===== src/rtl/atss_pkg.sv =====
// atss_pkg: item types, register codes and sequencer states of the
// approximate-time sensor sync unit; no dependencies
package atss_pkg;

	localparam int STAMP_W = 48;
	localparam int TAG_W   = 16;
	localparam int ENTRY_W = STAMP_W + TAG_W;
	localparam int MAX_RESULTS = 32;
	localparam int RES_CNT_W   = 6;

	typedef struct packed {
		logic [2:0]         sensor_index;
		logic [STAMP_W-1:0] stamp;
		logic [TAG_W-1:0]   message_tag;
	} in_item_t;

	typedef struct packed {
		logic [1:0]         out_sensor;
		logic [STAMP_W-1:0] out_stamp;
		logic [TAG_W-1:0]   out_tag;
		logic               last_of_set;
	} out_item_t;

	typedef logic [1:0] cfg_index_t;
	localparam cfg_index_t CFG_MAX_INTERVAL   = 2'd0;
	localparam cfg_index_t CFG_QUEUE_LIMIT    = 2'd1;
	localparam cfg_index_t CFG_SENSORS_IN_USE = 2'd2;

	localparam logic [31:0] MAX_INTERVAL_RST = 32'd100000;
	localparam logic [3:0]  QUEUE_LIMIT_RST  = 4'd8;
	localparam logic [2:0]  SENSORS_RST      = 3'd4;

	typedef enum logic [10:0] {
		ST_IDLE   = 11'b00000000001,
		ST_CHECK  = 11'b00000000010,
		ST_RD     = 11'b00000000100,
		ST_CMP    = 11'b00000001000,
		ST_EVAL   = 11'b00000010000,
		ST_MOVE   = 11'b00000100000,
		ST_DECIDE = 11'b00001000000,
		ST_VEVAL  = 11'b00010000000,
		ST_OUT    = 11'b00100000000,
		ST_UPD    = 11'b01000000000,
		ST_OVF    = 11'b10000000000
	} state_t;

endpackage


===== src/rtl/atss_ram.sv =====
// atss_ram: generic single-write, single-read RAM with registered read
// no dependencies
module atss_ram #(
	parameter int WIDTH = 64,
	parameter int DEPTH = 36
) (
	input  logic                     clk,
	input  logic                     we,
	input  logic [$clog2(DEPTH)-1:0] waddr,
	input  logic [WIDTH-1:0]         wdata,
	input  logic [$clog2(DEPTH)-1:0] raddr,
	output logic [WIDTH-1:0]         rdata
);
	logic [WIDTH-1:0] mem_q [DEPTH];

	always_ff @(posedge clk) begin
		if (we) begin
			mem_q[waddr] <= wdata;
		end
		rdata <= mem_q[raddr];
	end
endmodule


===== src/rtl/approximate_time_sensor_sync_unit.sv =====
// approximate_time_sensor_sync_unit: per-sensor message queues and the
// approximate-time set search; depends on atss_pkg and atss_ram
//
// channel   direction  handshake                  payload
// request   in         start & !busy              in_item_t
// result    out        result_valid, one cycle    out_item_t
// cfg       in         cfg_valid & cfg_ready      cfg_index, cfg_data
//
// an item that does not start a search goes through the check and overflow
// states back to idle; otherwise each pass over the queue fronts reads every
// active sensor in turn through the single read port of the message RAM, then
// decides; a published set shows one member per sensor, then queues update.
// async active-low reset clears queues, pivot and registers to defaults.
// results cannot be held off: each shows for exactly one cycle.
module approximate_time_sensor_sync_unit
	import atss_pkg::*;
#(
	parameter int NUM_SENSORS = 4,
	parameter int QUEUE_DEPTH = 8
) (
	input  logic        clk,
	input  logic        arst_n,
	input  logic        start,
	output logic        busy,
	input  in_item_t    request,
	output logic        result_valid,
	output out_item_t   result,
	input  logic        cfg_valid,
	output logic        cfg_ready,
	input  cfg_index_t  cfg_index,
	input  logic [31:0] cfg_data
);
	localparam int RING  = QUEUE_DEPTH + 1;
	localparam int HW    = $clog2(RING);
	localparam int QW    = $clog2(RING + 1);
	localparam int SW    = (NUM_SENSORS > 1) ? $clog2(NUM_SENSORS) : 1;
	localparam int CW    = $clog2(NUM_SENSORS + 1);
	localparam int DEPTH = NUM_SENSORS * RING;
	localparam int AW    = $clog2(DEPTH);

	state_t state_q;

	logic [31:0] max_interval_q;
	logic [3:0]  queue_limit_q;
	logic [2:0]  sensors_q;

	logic [QW-1:0] pend_q   [NUM_SENSORS];
	logic [QW-1:0] passed_q [NUM_SENSORS];
	logic [HW-1:0] head_q   [NUM_SENSORS];
	logic [QW-1:0] moves_q  [NUM_SENSORS];
	logic [NUM_SENSORS-1:0] dropped_q;
	logic [ENTRY_W-1:0] front_q [NUM_SENSORS];
	logic [ENTRY_W-1:0] cand_q  [NUM_SENSORS];

	logic               pivot_valid_q;
	logic [SW-1:0]      pivot_sensor_q;
	logic [STAMP_W-1:0] pivot_stamp_q;
	logic [STAMP_W-1:0] cand_start_q;
	logic [STAMP_W-1:0] cand_end_q;

	logic [STAMP_W-1:0] st_q, et_q;
	logic [SW-1:0]      si_q, ei_q;
	logic [SW-1:0]      sc_i_q;
	logic               virt_q;
	logic               phase_q;
	logic [SW-1:0]      idx_q;
	logic [RES_CNT_W-1:0] res_n_q;

	logic [CW-1:0] s;
	logic [QW-1:0] lim;
	logic          all_nonempty;
	logic          in_ok;
	logic [3:0]    idx4;
	logic [SW-1:0] in_idx;
	logic [QW:0]   in_total;
	logic          do_write;
	logic [AW-1:0] waddr, raddr;
	logic [ENTRY_W-1:0] rdata;
	logic [STAMP_W-1:0] rstamp, t_cmp;
	logic [SW-1:0] last_i;
	logic          pub_now, pub_room;
	logic          undo_now;
	logic signed [STAMP_W:0] d_end, d_start, d_pivot;

	function automatic logic [HW-1:0] slot(input logic [HW-1:0] h, input logic [QW-1:0] k);
		logic [QW:0] sm;
		sm = (QW+1)'(h) + (QW+1)'(k);
		if (sm >= (QW+1)'(RING)) begin
			sm = sm - (QW+1)'(RING);
		end
		return sm[HW-1:0];
	endfunction

	function automatic logic signed [STAMP_W:0] sd(input logic [STAMP_W-1:0] a,
		input logic [STAMP_W-1:0] b);
		return $signed({1'b0, a}) - $signed({1'b0, b});
	endfunction

	function automatic logic [AW-1:0] flat(input logic [SW-1:0] i, input logic [HW-1:0] sl);
		return AW'(int'(i) * RING + int'(sl));
	endfunction

	// clamped register values
	always_comb begin
		if (sensors_q == 3'd0) begin
			s = CW'(1);
		end else if (int'(sensors_q) > NUM_SENSORS) begin
			s = CW'(NUM_SENSORS);
		end else begin
			s = CW'(sensors_q);
		end
		if (queue_limit_q == 4'd0) begin
			lim = QW'(1);
		end else if (int'(queue_limit_q) > QUEUE_DEPTH) begin
			lim = QW'(QUEUE_DEPTH);
		end else begin
			lim = QW'(queue_limit_q);
		end
		all_nonempty = 1'b1;
		for (int i = 0; i < NUM_SENSORS; i++) begin
			if (i < int'(s) && pend_q[i] == '0) begin
				all_nonempty = 1'b0;
			end
		end
	end

	assign busy      = (state_q != ST_IDLE);
	// a write never competes with an accepted item
	assign cfg_ready = (state_q == ST_IDLE) && !start;
	assign last_i    = SW'(s - CW'(1));

	// accept path
	always_comb begin
		idx4     = 4'(request.sensor_index);
		in_idx   = SW'(request.sensor_index);
		in_ok    = idx4 < 4'(s);
		in_total = (QW+1)'(passed_q[in_idx]) + (QW+1)'(pend_q[in_idx]);
		do_write = start && !busy && in_ok && (in_total < (QW+1)'(RING));
		waddr    = flat(in_idx, slot(head_q[in_idx], QW'(in_total)));
	end

	// read address for the scanned sensor
	always_comb begin
		logic [QW-1:0] k;
		k = passed_q[sc_i_q];
		if (virt_q && pend_q[sc_i_q] == '0 && k != '0) begin
			k = k - QW'(1);
		end
		raddr = flat(sc_i_q, slot(head_q[sc_i_q], k));
	end

	atss_ram #(.WIDTH(ENTRY_W), .DEPTH(DEPTH)) u_store (
		.clk  (clk),
		.we   (do_write),
		.waddr(waddr),
		.wdata({request.stamp, request.message_tag}),
		.raddr(raddr),
		.rdata(rdata)
	);

	// value seen by the compare unit for the scanned sensor
	always_comb begin
		rstamp = rdata[ENTRY_W-1:TAG_W];
		t_cmp  = rstamp;
		if (virt_q && pend_q[sc_i_q] == '0) begin
			if (passed_q[sc_i_q] != '0 && rstamp > pivot_stamp_q) begin
				t_cmp = rstamp;
			end else begin
				t_cmp = pivot_stamp_q;
			end
		end
	end

	always_comb begin
		d_end    = sd(et_q, cand_end_q);
		d_start  = sd(st_q, cand_start_q);
		d_pivot  = sd(pivot_stamp_q, cand_start_q);
		pub_now  = (state_q == ST_DECIDE) ? (si_q == pivot_sensor_q || d_end >= d_pivot)
		                                  : (d_end >= d_pivot);
		pub_room = (7'(res_n_q) + 7'(s)) <= 7'(MAX_RESULTS);
		undo_now = (d_end < d_start) || (si_q == pivot_sensor_q) ||
		           (st_q > pivot_stamp_q) || (pend_q[si_q] == '0);
	end

	always_ff @(posedge clk or negedge arst_n) begin
		if (!arst_n) begin
			state_q        <= ST_IDLE;
			max_interval_q <= MAX_INTERVAL_RST;
			queue_limit_q  <= QUEUE_LIMIT_RST;
			sensors_q      <= SENSORS_RST;
			for (int i = 0; i < NUM_SENSORS; i++) begin
				pend_q[i]   <= '0;
				passed_q[i] <= '0;
				head_q[i]   <= '0;
				moves_q[i]  <= '0;
				front_q[i]  <= '0;
				cand_q[i]   <= '0;
			end
			dropped_q      <= '0;
			pivot_valid_q  <= 1'b0;
			pivot_sensor_q <= '0;
			pivot_stamp_q  <= '0;
			cand_start_q   <= '0;
			cand_end_q     <= '0;
			st_q           <= '0;
			et_q           <= '0;
			si_q           <= '0;
			ei_q           <= '0;
			sc_i_q         <= '0;
			virt_q         <= 1'b0;
			phase_q        <= 1'b0;
			idx_q          <= '0;
			res_n_q        <= '0;
			result_valid   <= 1'b0;
			result         <= '0;
		end else begin
			result_valid <= (state_q == ST_OUT);
			case (state_q)
				ST_IDLE: begin
					if (cfg_valid && cfg_ready) begin
						case (cfg_index)
							CFG_MAX_INTERVAL: max_interval_q <= cfg_data;
							CFG_QUEUE_LIMIT:  queue_limit_q  <= cfg_data[3:0];
							CFG_SENSORS_IN_USE: begin
								sensors_q <= cfg_data[2:0];
								for (int i = 0; i < NUM_SENSORS; i++) begin
									pend_q[i]   <= '0;
									passed_q[i] <= '0;
									head_q[i]   <= '0;
								end
								dropped_q      <= '0;
								pivot_valid_q  <= 1'b0;
								pivot_sensor_q <= '0;
								pivot_stamp_q  <= '0;
								cand_start_q   <= '0;
								cand_end_q     <= '0;
							end
							default: ;
						endcase
					end else if (do_write) begin
						pend_q[in_idx] <= pend_q[in_idx] + QW'(1);
						idx_q   <= in_idx;
						phase_q <= 1'b0;
						res_n_q <= '0;
						state_q <= ST_CHECK;
					end
				end
				ST_CHECK: begin
					if (all_nonempty) begin
						sc_i_q  <= '0;
						virt_q  <= 1'b0;
						state_q <= ST_RD;
					end else if (!phase_q) begin
						state_q <= ST_OVF;
					end else begin
						state_q <= ST_IDLE;
					end
				end
				ST_RD: begin
					state_q <= ST_CMP;
				end
				ST_CMP: begin
					if (!virt_q) begin
						front_q[sc_i_q] <= rdata;
					end
					if (sc_i_q == '0) begin
						st_q <= t_cmp;
						et_q <= t_cmp;
						si_q <= '0;
						ei_q <= '0;
					end else begin
						if (t_cmp < st_q) begin
							st_q <= t_cmp;
							si_q <= sc_i_q;
						end
						if (t_cmp >= et_q) begin
							et_q <= t_cmp;
							ei_q <= sc_i_q;
						end
					end
					if (sc_i_q == last_i) begin
						state_q <= virt_q ? ST_VEVAL : ST_EVAL;
					end else begin
						sc_i_q  <= sc_i_q + SW'(1);
						state_q <= ST_RD;
					end
				end
				ST_EVAL: begin
					for (int i = 0; i < NUM_SENSORS; i++) begin
						if (i < int'(s) && SW'(i) != ei_q) begin
							dropped_q[i] <= 1'b0;
						end
					end
					if (!pivot_valid_q &&
					    ((et_q - st_q) > STAMP_W'(max_interval_q) || dropped_q[ei_q])) begin
						// delete front of the earliest queue
						passed_q[si_q] <= '0;
						if (pend_q[si_q] != '0) begin
							head_q[si_q] <= slot(head_q[si_q], passed_q[si_q] + QW'(1));
							pend_q[si_q] <= pend_q[si_q] - QW'(1);
						end else begin
							head_q[si_q] <= slot(head_q[si_q], passed_q[si_q]);
						end
						state_q <= ST_CHECK;
					end else begin
						if (!pivot_valid_q || d_end < d_start) begin
							for (int i = 0; i < NUM_SENSORS; i++) begin
								if (i < int'(s)) begin
									cand_q[i]   <= front_q[i];
									head_q[i]   <= slot(head_q[i], passed_q[i]);
									passed_q[i] <= '0;
								end
							end
							cand_start_q <= st_q;
							cand_end_q   <= et_q;
						end
						if (!pivot_valid_q) begin
							pivot_valid_q  <= 1'b1;
							pivot_sensor_q <= ei_q;
							pivot_stamp_q  <= et_q;
						end
						state_q <= ST_MOVE;
					end
				end
				ST_MOVE: begin
					if (pend_q[si_q] != '0) begin
						pend_q[si_q]   <= pend_q[si_q] - QW'(1);
						passed_q[si_q] <= passed_q[si_q] + QW'(1);
					end
					state_q <= ST_DECIDE;
				end
				ST_DECIDE: begin
					if (pub_now) begin
						sc_i_q  <= '0;
						state_q <= pub_room ? ST_OUT : ST_UPD;
					end else if (!all_nonempty) begin
						for (int i = 0; i < NUM_SENSORS; i++) begin
							moves_q[i] <= '0;
						end
						sc_i_q  <= '0;
						virt_q  <= 1'b1;
						state_q <= ST_RD;
					end else begin
						state_q <= ST_CHECK;
					end
				end
				ST_VEVAL: begin
					if (pub_now) begin
						sc_i_q  <= '0;
						state_q <= pub_room ? ST_OUT : ST_UPD;
					end else if (undo_now) begin
						for (int i = 0; i < NUM_SENSORS; i++) begin
							if (i < int'(s)) begin
								passed_q[i] <= passed_q[i] - moves_q[i];
								pend_q[i]   <= pend_q[i] + moves_q[i];
							end
						end
						state_q <= ST_CHECK;
					end else begin
						pend_q[si_q]   <= pend_q[si_q] - QW'(1);
						passed_q[si_q] <= passed_q[si_q] + QW'(1);
						moves_q[si_q]  <= moves_q[si_q] + QW'(1);
						sc_i_q  <= '0;
						state_q <= ST_RD;
					end
				end
				ST_OUT: begin
					result.out_sensor  <= 2'(sc_i_q);
					result.out_stamp   <= cand_q[sc_i_q][ENTRY_W-1:TAG_W];
					result.out_tag     <= cand_q[sc_i_q][TAG_W-1:0];
					result.last_of_set <= (sc_i_q == last_i);
					res_n_q <= res_n_q + RES_CNT_W'(1);
					if (sc_i_q == last_i) begin
						state_q <= ST_UPD;
					end else begin
						sc_i_q <= sc_i_q + SW'(1);
					end
				end
				ST_UPD: begin
					pivot_valid_q <= 1'b0;
					for (int i = 0; i < NUM_SENSORS; i++) begin
						if (i < int'(s)) begin
							passed_q[i] <= '0;
							if ((pend_q[i] + passed_q[i]) != '0) begin
								head_q[i] <= slot(head_q[i], QW'(1));
								pend_q[i] <= pend_q[i] + passed_q[i] - QW'(1);
							end else begin
								pend_q[i] <= '0;
							end
						end
					end
					state_q <= ST_CHECK;
				end
				ST_OVF: begin
					if ((QW+1)'(passed_q[idx_q]) + (QW+1)'(pend_q[idx_q]) > (QW+1)'(lim)) begin
						for (int i = 0; i < NUM_SENSORS; i++) begin
							if (i < int'(s)) begin
								passed_q[i] <= '0;
								// oldest message of the overflowing queue goes away
								if (SW'(i) == idx_q && (pend_q[i] + passed_q[i]) != '0) begin
									head_q[i] <= slot(head_q[i], QW'(1));
									pend_q[i] <= pend_q[i] + passed_q[i] - QW'(1);
								end else begin
									pend_q[i] <= pend_q[i] + passed_q[i];
								end
							end
						end
						dropped_q[idx_q] <= 1'b1;
						if (pivot_valid_q) begin
							pivot_valid_q <= 1'b0;
							phase_q       <= 1'b1;
							state_q       <= ST_CHECK;
						end else begin
							state_q <= ST_IDLE;
						end
					end else begin
						state_q <= ST_IDLE;
					end
				end
				default: state_q <= ST_IDLE;
			endcase
		end
	end
endmodule


===== config.mk =====
export PLATFORM = sky130hd
export DESIGN_NAME = approximate_time_sensor_sync_unit
export DESIGN_NICKNAME = d
export VERILOG_FILES = /design/src/rtl/atss_pkg.sv /design/src/rtl/atss_ram.sv /design/src/rtl/approximate_time_sensor_sync_unit.sv
export SDC_FILE = /design/constraint.sdc
export NUM_CORES = 2
export LEC_CHECK = 0
export BUFFER_PORTS_ARGS = -buffer_cell sky130_fd_sc_hd__buf_4
export CAP_MARGIN = 20
export CORE_UTILIZATION = 45
export CTS_CLUSTER_DIAMETER = 30
export DETAILED_ROUTE_END_ITERATION = 12
export GPL_TIMING_DRIVEN = 0
export PLACE_DENSITY = 0.66
export SKIP_LAST_GASP = 1
export SYNTH_ARGS = -nofsm -noshare
export SYNTH_HDL_FRONTEND = slang
export SYNTH_SLANG_ARGS = --single-unit

===== constraint.sdc =====
create_clock -name clk -period 18.82 [get_ports clk]
set_input_delay 1.882 -clock clk [delete_from_list [all_inputs] [get_ports clk]]
set_output_delay 1.882 -clock clk [all_outputs]
set_load 0.03 [all_outputs]

==> metrics.csv <==
stage,metric,value,unit
floorplanning,starting density of the core,45.3,%
floorplanning,Die Span X,585,um
layout,ratio of cells with drive above 1 in the final layout,26.3,%
yosys,Unique masters post-synth,98,
clocking,Post-CTS Setup Bufs,0,
clocking,post-cts sizing count,0,
critical_path,Setup crit end kind,flip-flop,
yosys,Syn Inst Count,9898,
clocking,clock buffer depth,4,
detailed_routing,drt wl/cell,29.1,um
place,number of I/O port buffers,174,
detailed_routing,Vias,94800,
power_and_ir_drop,P_int,17.1,mW
critical_path,FF-to-FF path depth,28,
critical_path,crit path max-delay cell type,clkbuf_1,
critical_path,crit path from,sc_i_q[1],
yosys,number of synthesized flops with an enable pin,2304,
clocking,Root Buffer,clkbuf_16,
timing,Slew @ Worst Pin,1220,ps
floorplanning,Die Y,585,um
clocking,hold bufs inserted after CTS,0,
clocking,Num CTS Buffers,624,
grt,first-pass GRT wire length,667000,um
yosys,Yosys reg bits,3325,
timing,Final Skew,95.7,ps
place,dpl ws,7960,ps
grt,gr ovfl total,0,
yosys,Synth Flop Type,edfxtp_1,
timing,final hold slack,464,ps
clocking,Worst-Skew Late Latency,1050,ps
timing,Fmax,93.1,MHz
critical_path,Worst Path Arrival,11580,ps
power_and_ir_drop,sequential fraction of design power,34.8,%
timing,RSZ-0062 raised after global routing,false,
critical_path,Startpoint Class,flip-flop,
floorplanning,CORE AREA,337000,um^2
detailed_routing,Post-route DRC,0,
grt,initial antenna violation count,35,
power_and_ir_drop,PwrDens,129,nW/um^2
yosys,Synth area leaders,"edfxtp_1 45%, dfrtp_1 16%, mux4_2 12%, ha_1 5.3%, mux2_2 4.9%",
layout,Layout area overhead,21.3,%
yosys,Synth Cell Area,153000,um^2
yosys,"top cells by count, synth","2,304 x edfxtp_1, 948 x dfrtp_1, 813 x mux4_2",
yosys,post-synthesis sequential area ratio,61.8,%
critical_path,FF-to-FF End,u_store.rdata[53],
place,Placer Congestion,0.968,
grt,GRT Overall Usage,26.9,%
critical_path,Most common cell on crit path,clkbuf_1,
power_and_ir_drop,static leakage,71.0,nW
grt,vias in the first global route,98300,
yosys,Post-Syn Area per Cell,15.4,um^2
yosys,Synth area leader,edfxtp_1,
timing,setup total negative slack,0,ps
timing,fin crit period,10750,ps
clocking,CTS tree,yes,
power_and_ir_drop,total power,24.0,mW
clocking,clock-pin slew on the worst setup and hold paths,50,ps
floorplanning,# IOs,175,
timing,max_slew headroom,18.1,%
timing,Final Max Tran Viols,0,
status,outcome,"complete, no violations",
clocking,# H-tree levels,6,
yosys,asr flop ratio synth,28.8,%
detailed_routing,Post-Route WL,464000,um
yosys,Synthesized Nets,10700,
detailed_routing,DR vias/cell,5.95,
power_and_ir_drop,Comb pwr share,17.7,%
yosys,Synth top area share,45.3,%
yosys,top-count cell post-synth,edfxtp_1,
detailed_routing,Iter 0 DRT Violations,9154,
timing,Final WS setup,8070,ps
power_and_ir_drop,Clk pwr share,47.5,%
floorplanning,row count,213,
power_and_ir_drop,Net Sw Frac,28.4,%
run,Max-Cap Viols,0,
power_and_ir_drop,Worst IR Drop VDD,102,uV
grt,largest net degree at the start of global routing,124,
critical_path,CP required,19650,ps
layout,Nets,11600,
yosys,Synth warnings,0,
timing,part of the cycle the worst path needs,57.1,%
critical_path,slowest cell delay on critical path,900,ps
layout,final core occ,55.0,%
timing,final hold vios,0,
critical_path,Worst R2R Start,sc_i_q[1],
floorplanning,die area,342000,um^2
detailed_routing,ANT nets after route,0,
detailed_routing,DRT Pass-1 Iters,6,
critical_path,Worst Setup EP,u_store.rdata[53],
min_path,path type of the worst min-delay path,reg2reg,
critical_path,type of the worst setup path,reg2reg,
critical_path,R2R Setup Slk,8070,ps
critical_path,worst-path fanout max,10,
power_and_ir_drop,net switching power,6.81,mW
timing,final setup violation count,0,
clocking,clk sinks,3325,
place,hpwl dp,328000,um
cell usage in the layout (no fill, tap or decap), types with 384 or more instances in the layout:
cell / n
edfxtp_1: 2304
dfrtp_1: 948
mux4_2: 813
nand2_1: 717
mux2_2: 659
ha_1: 641
clkbuf_16: 632
a21oi_1: 450
inv_1: 418
o21ai_0: 388
clkbuf_1: 384
cells by family after synthesis:
group	Yosys count	share of synthesized area, %
AO/OA/AOI/OAI	1531	6.30
multiplexers	1573	17.5
XOR/XNOR	267	1.54
buffers and inverters	855	2.12
adder cells (fa/ha/maj)	671	5.64
AND/OR/NAND/NOR	1676	5.05
flip-flops	3325	61.8
power groups by stage:
| stage | sequential, mW | clock, mW | combinational, mW |
|---|---|---|---|
| 2_1_floorplan | 8.39 | 0 | 2.78 |
| 3_5_place_dp | 8.45 | 0 | 4.18 |
| 5_1_grt | 8.35 | 11.9 | 4.61 |
| 3_3_place_gp | 8.47 | 0 | 4.03 |
| 4_1_cts | 8.33 | 11.5 | 4.21 |
| 6_report | 8.33 | 11.4 | 4.24 |
worst min path at each step:
stage	startpoint	cells past startpoint	slack, ps	endpoint
global placement	phase_q	1	440	state_q[10]
CTS	phase_q	1	460	state_q[10]
finish	phase_q	1	460	state_q[10]
global route	cand_start_q[14]	2	490	cand_start_q[14]
detailed placement	phase_q	1	440	state_q[10]
floorplan	phase_q	1	420	state_q[10]
cell type report:
class                           instances  area, um^2
Buffer                                435        1680
Multi-Input combinational cell       5718       55400
Timing Repair Buffer                  343        4690
Sequential cell                      3325       94400
Tap cell                             4515        5650
Clock buffer                          735       16600
Clock inverter                        418        5240
Inverter                              420        1580
Antenna cell                           20        50.0
Fill cell                           26000      152000
per-stage QoR:
stage,area (um^2),instances
4_1_cts,185000,15900
6_report,185000,15900
2_1_floorplan,153000,9898
5_1_grt,185000,15900
3_5_place_dp,163000,14700
3_3_place_gp,160000,14600
critical path: cells and delay by family, from the launching register on:
kind | cells | cell delay (ps)
simple gates | 5 | 980
compound gates | 3 | 1150
buf+inv | 11 | 4820
flops | 1 | 670
mux | 2 | 810
fa+ha+maj | 5 | 1630
xor+xnor | 2 | 450
registers in the layout (all words and copies together) (netlist names), 3 cells and up:
name,flops
cand_end_q,48
pivot_stamp_q,48
max_interval_q,32
moves_q,16
passed_q,16
queue_limit_q,4
front_q,256
u_store.mem_q,2304
state_q,11
u_store.rdata,64
head_q,16
sensors_q,3
res_n_q,6
st_q,48
cand_q,256
dropped_q,4
result,67
et_q,48
pend_q,16
cand_start_q,48
metal layers:
metal | global-route usage [%] | wire, um
met4 | 13.3 | 23900
met1 | 34.6 | 184000
met5 | 0 | 41
met2 | 43.9 | 223000
met3 | 5.00 | 33700
Note: power is estimated with default switching activity, not from simulation.
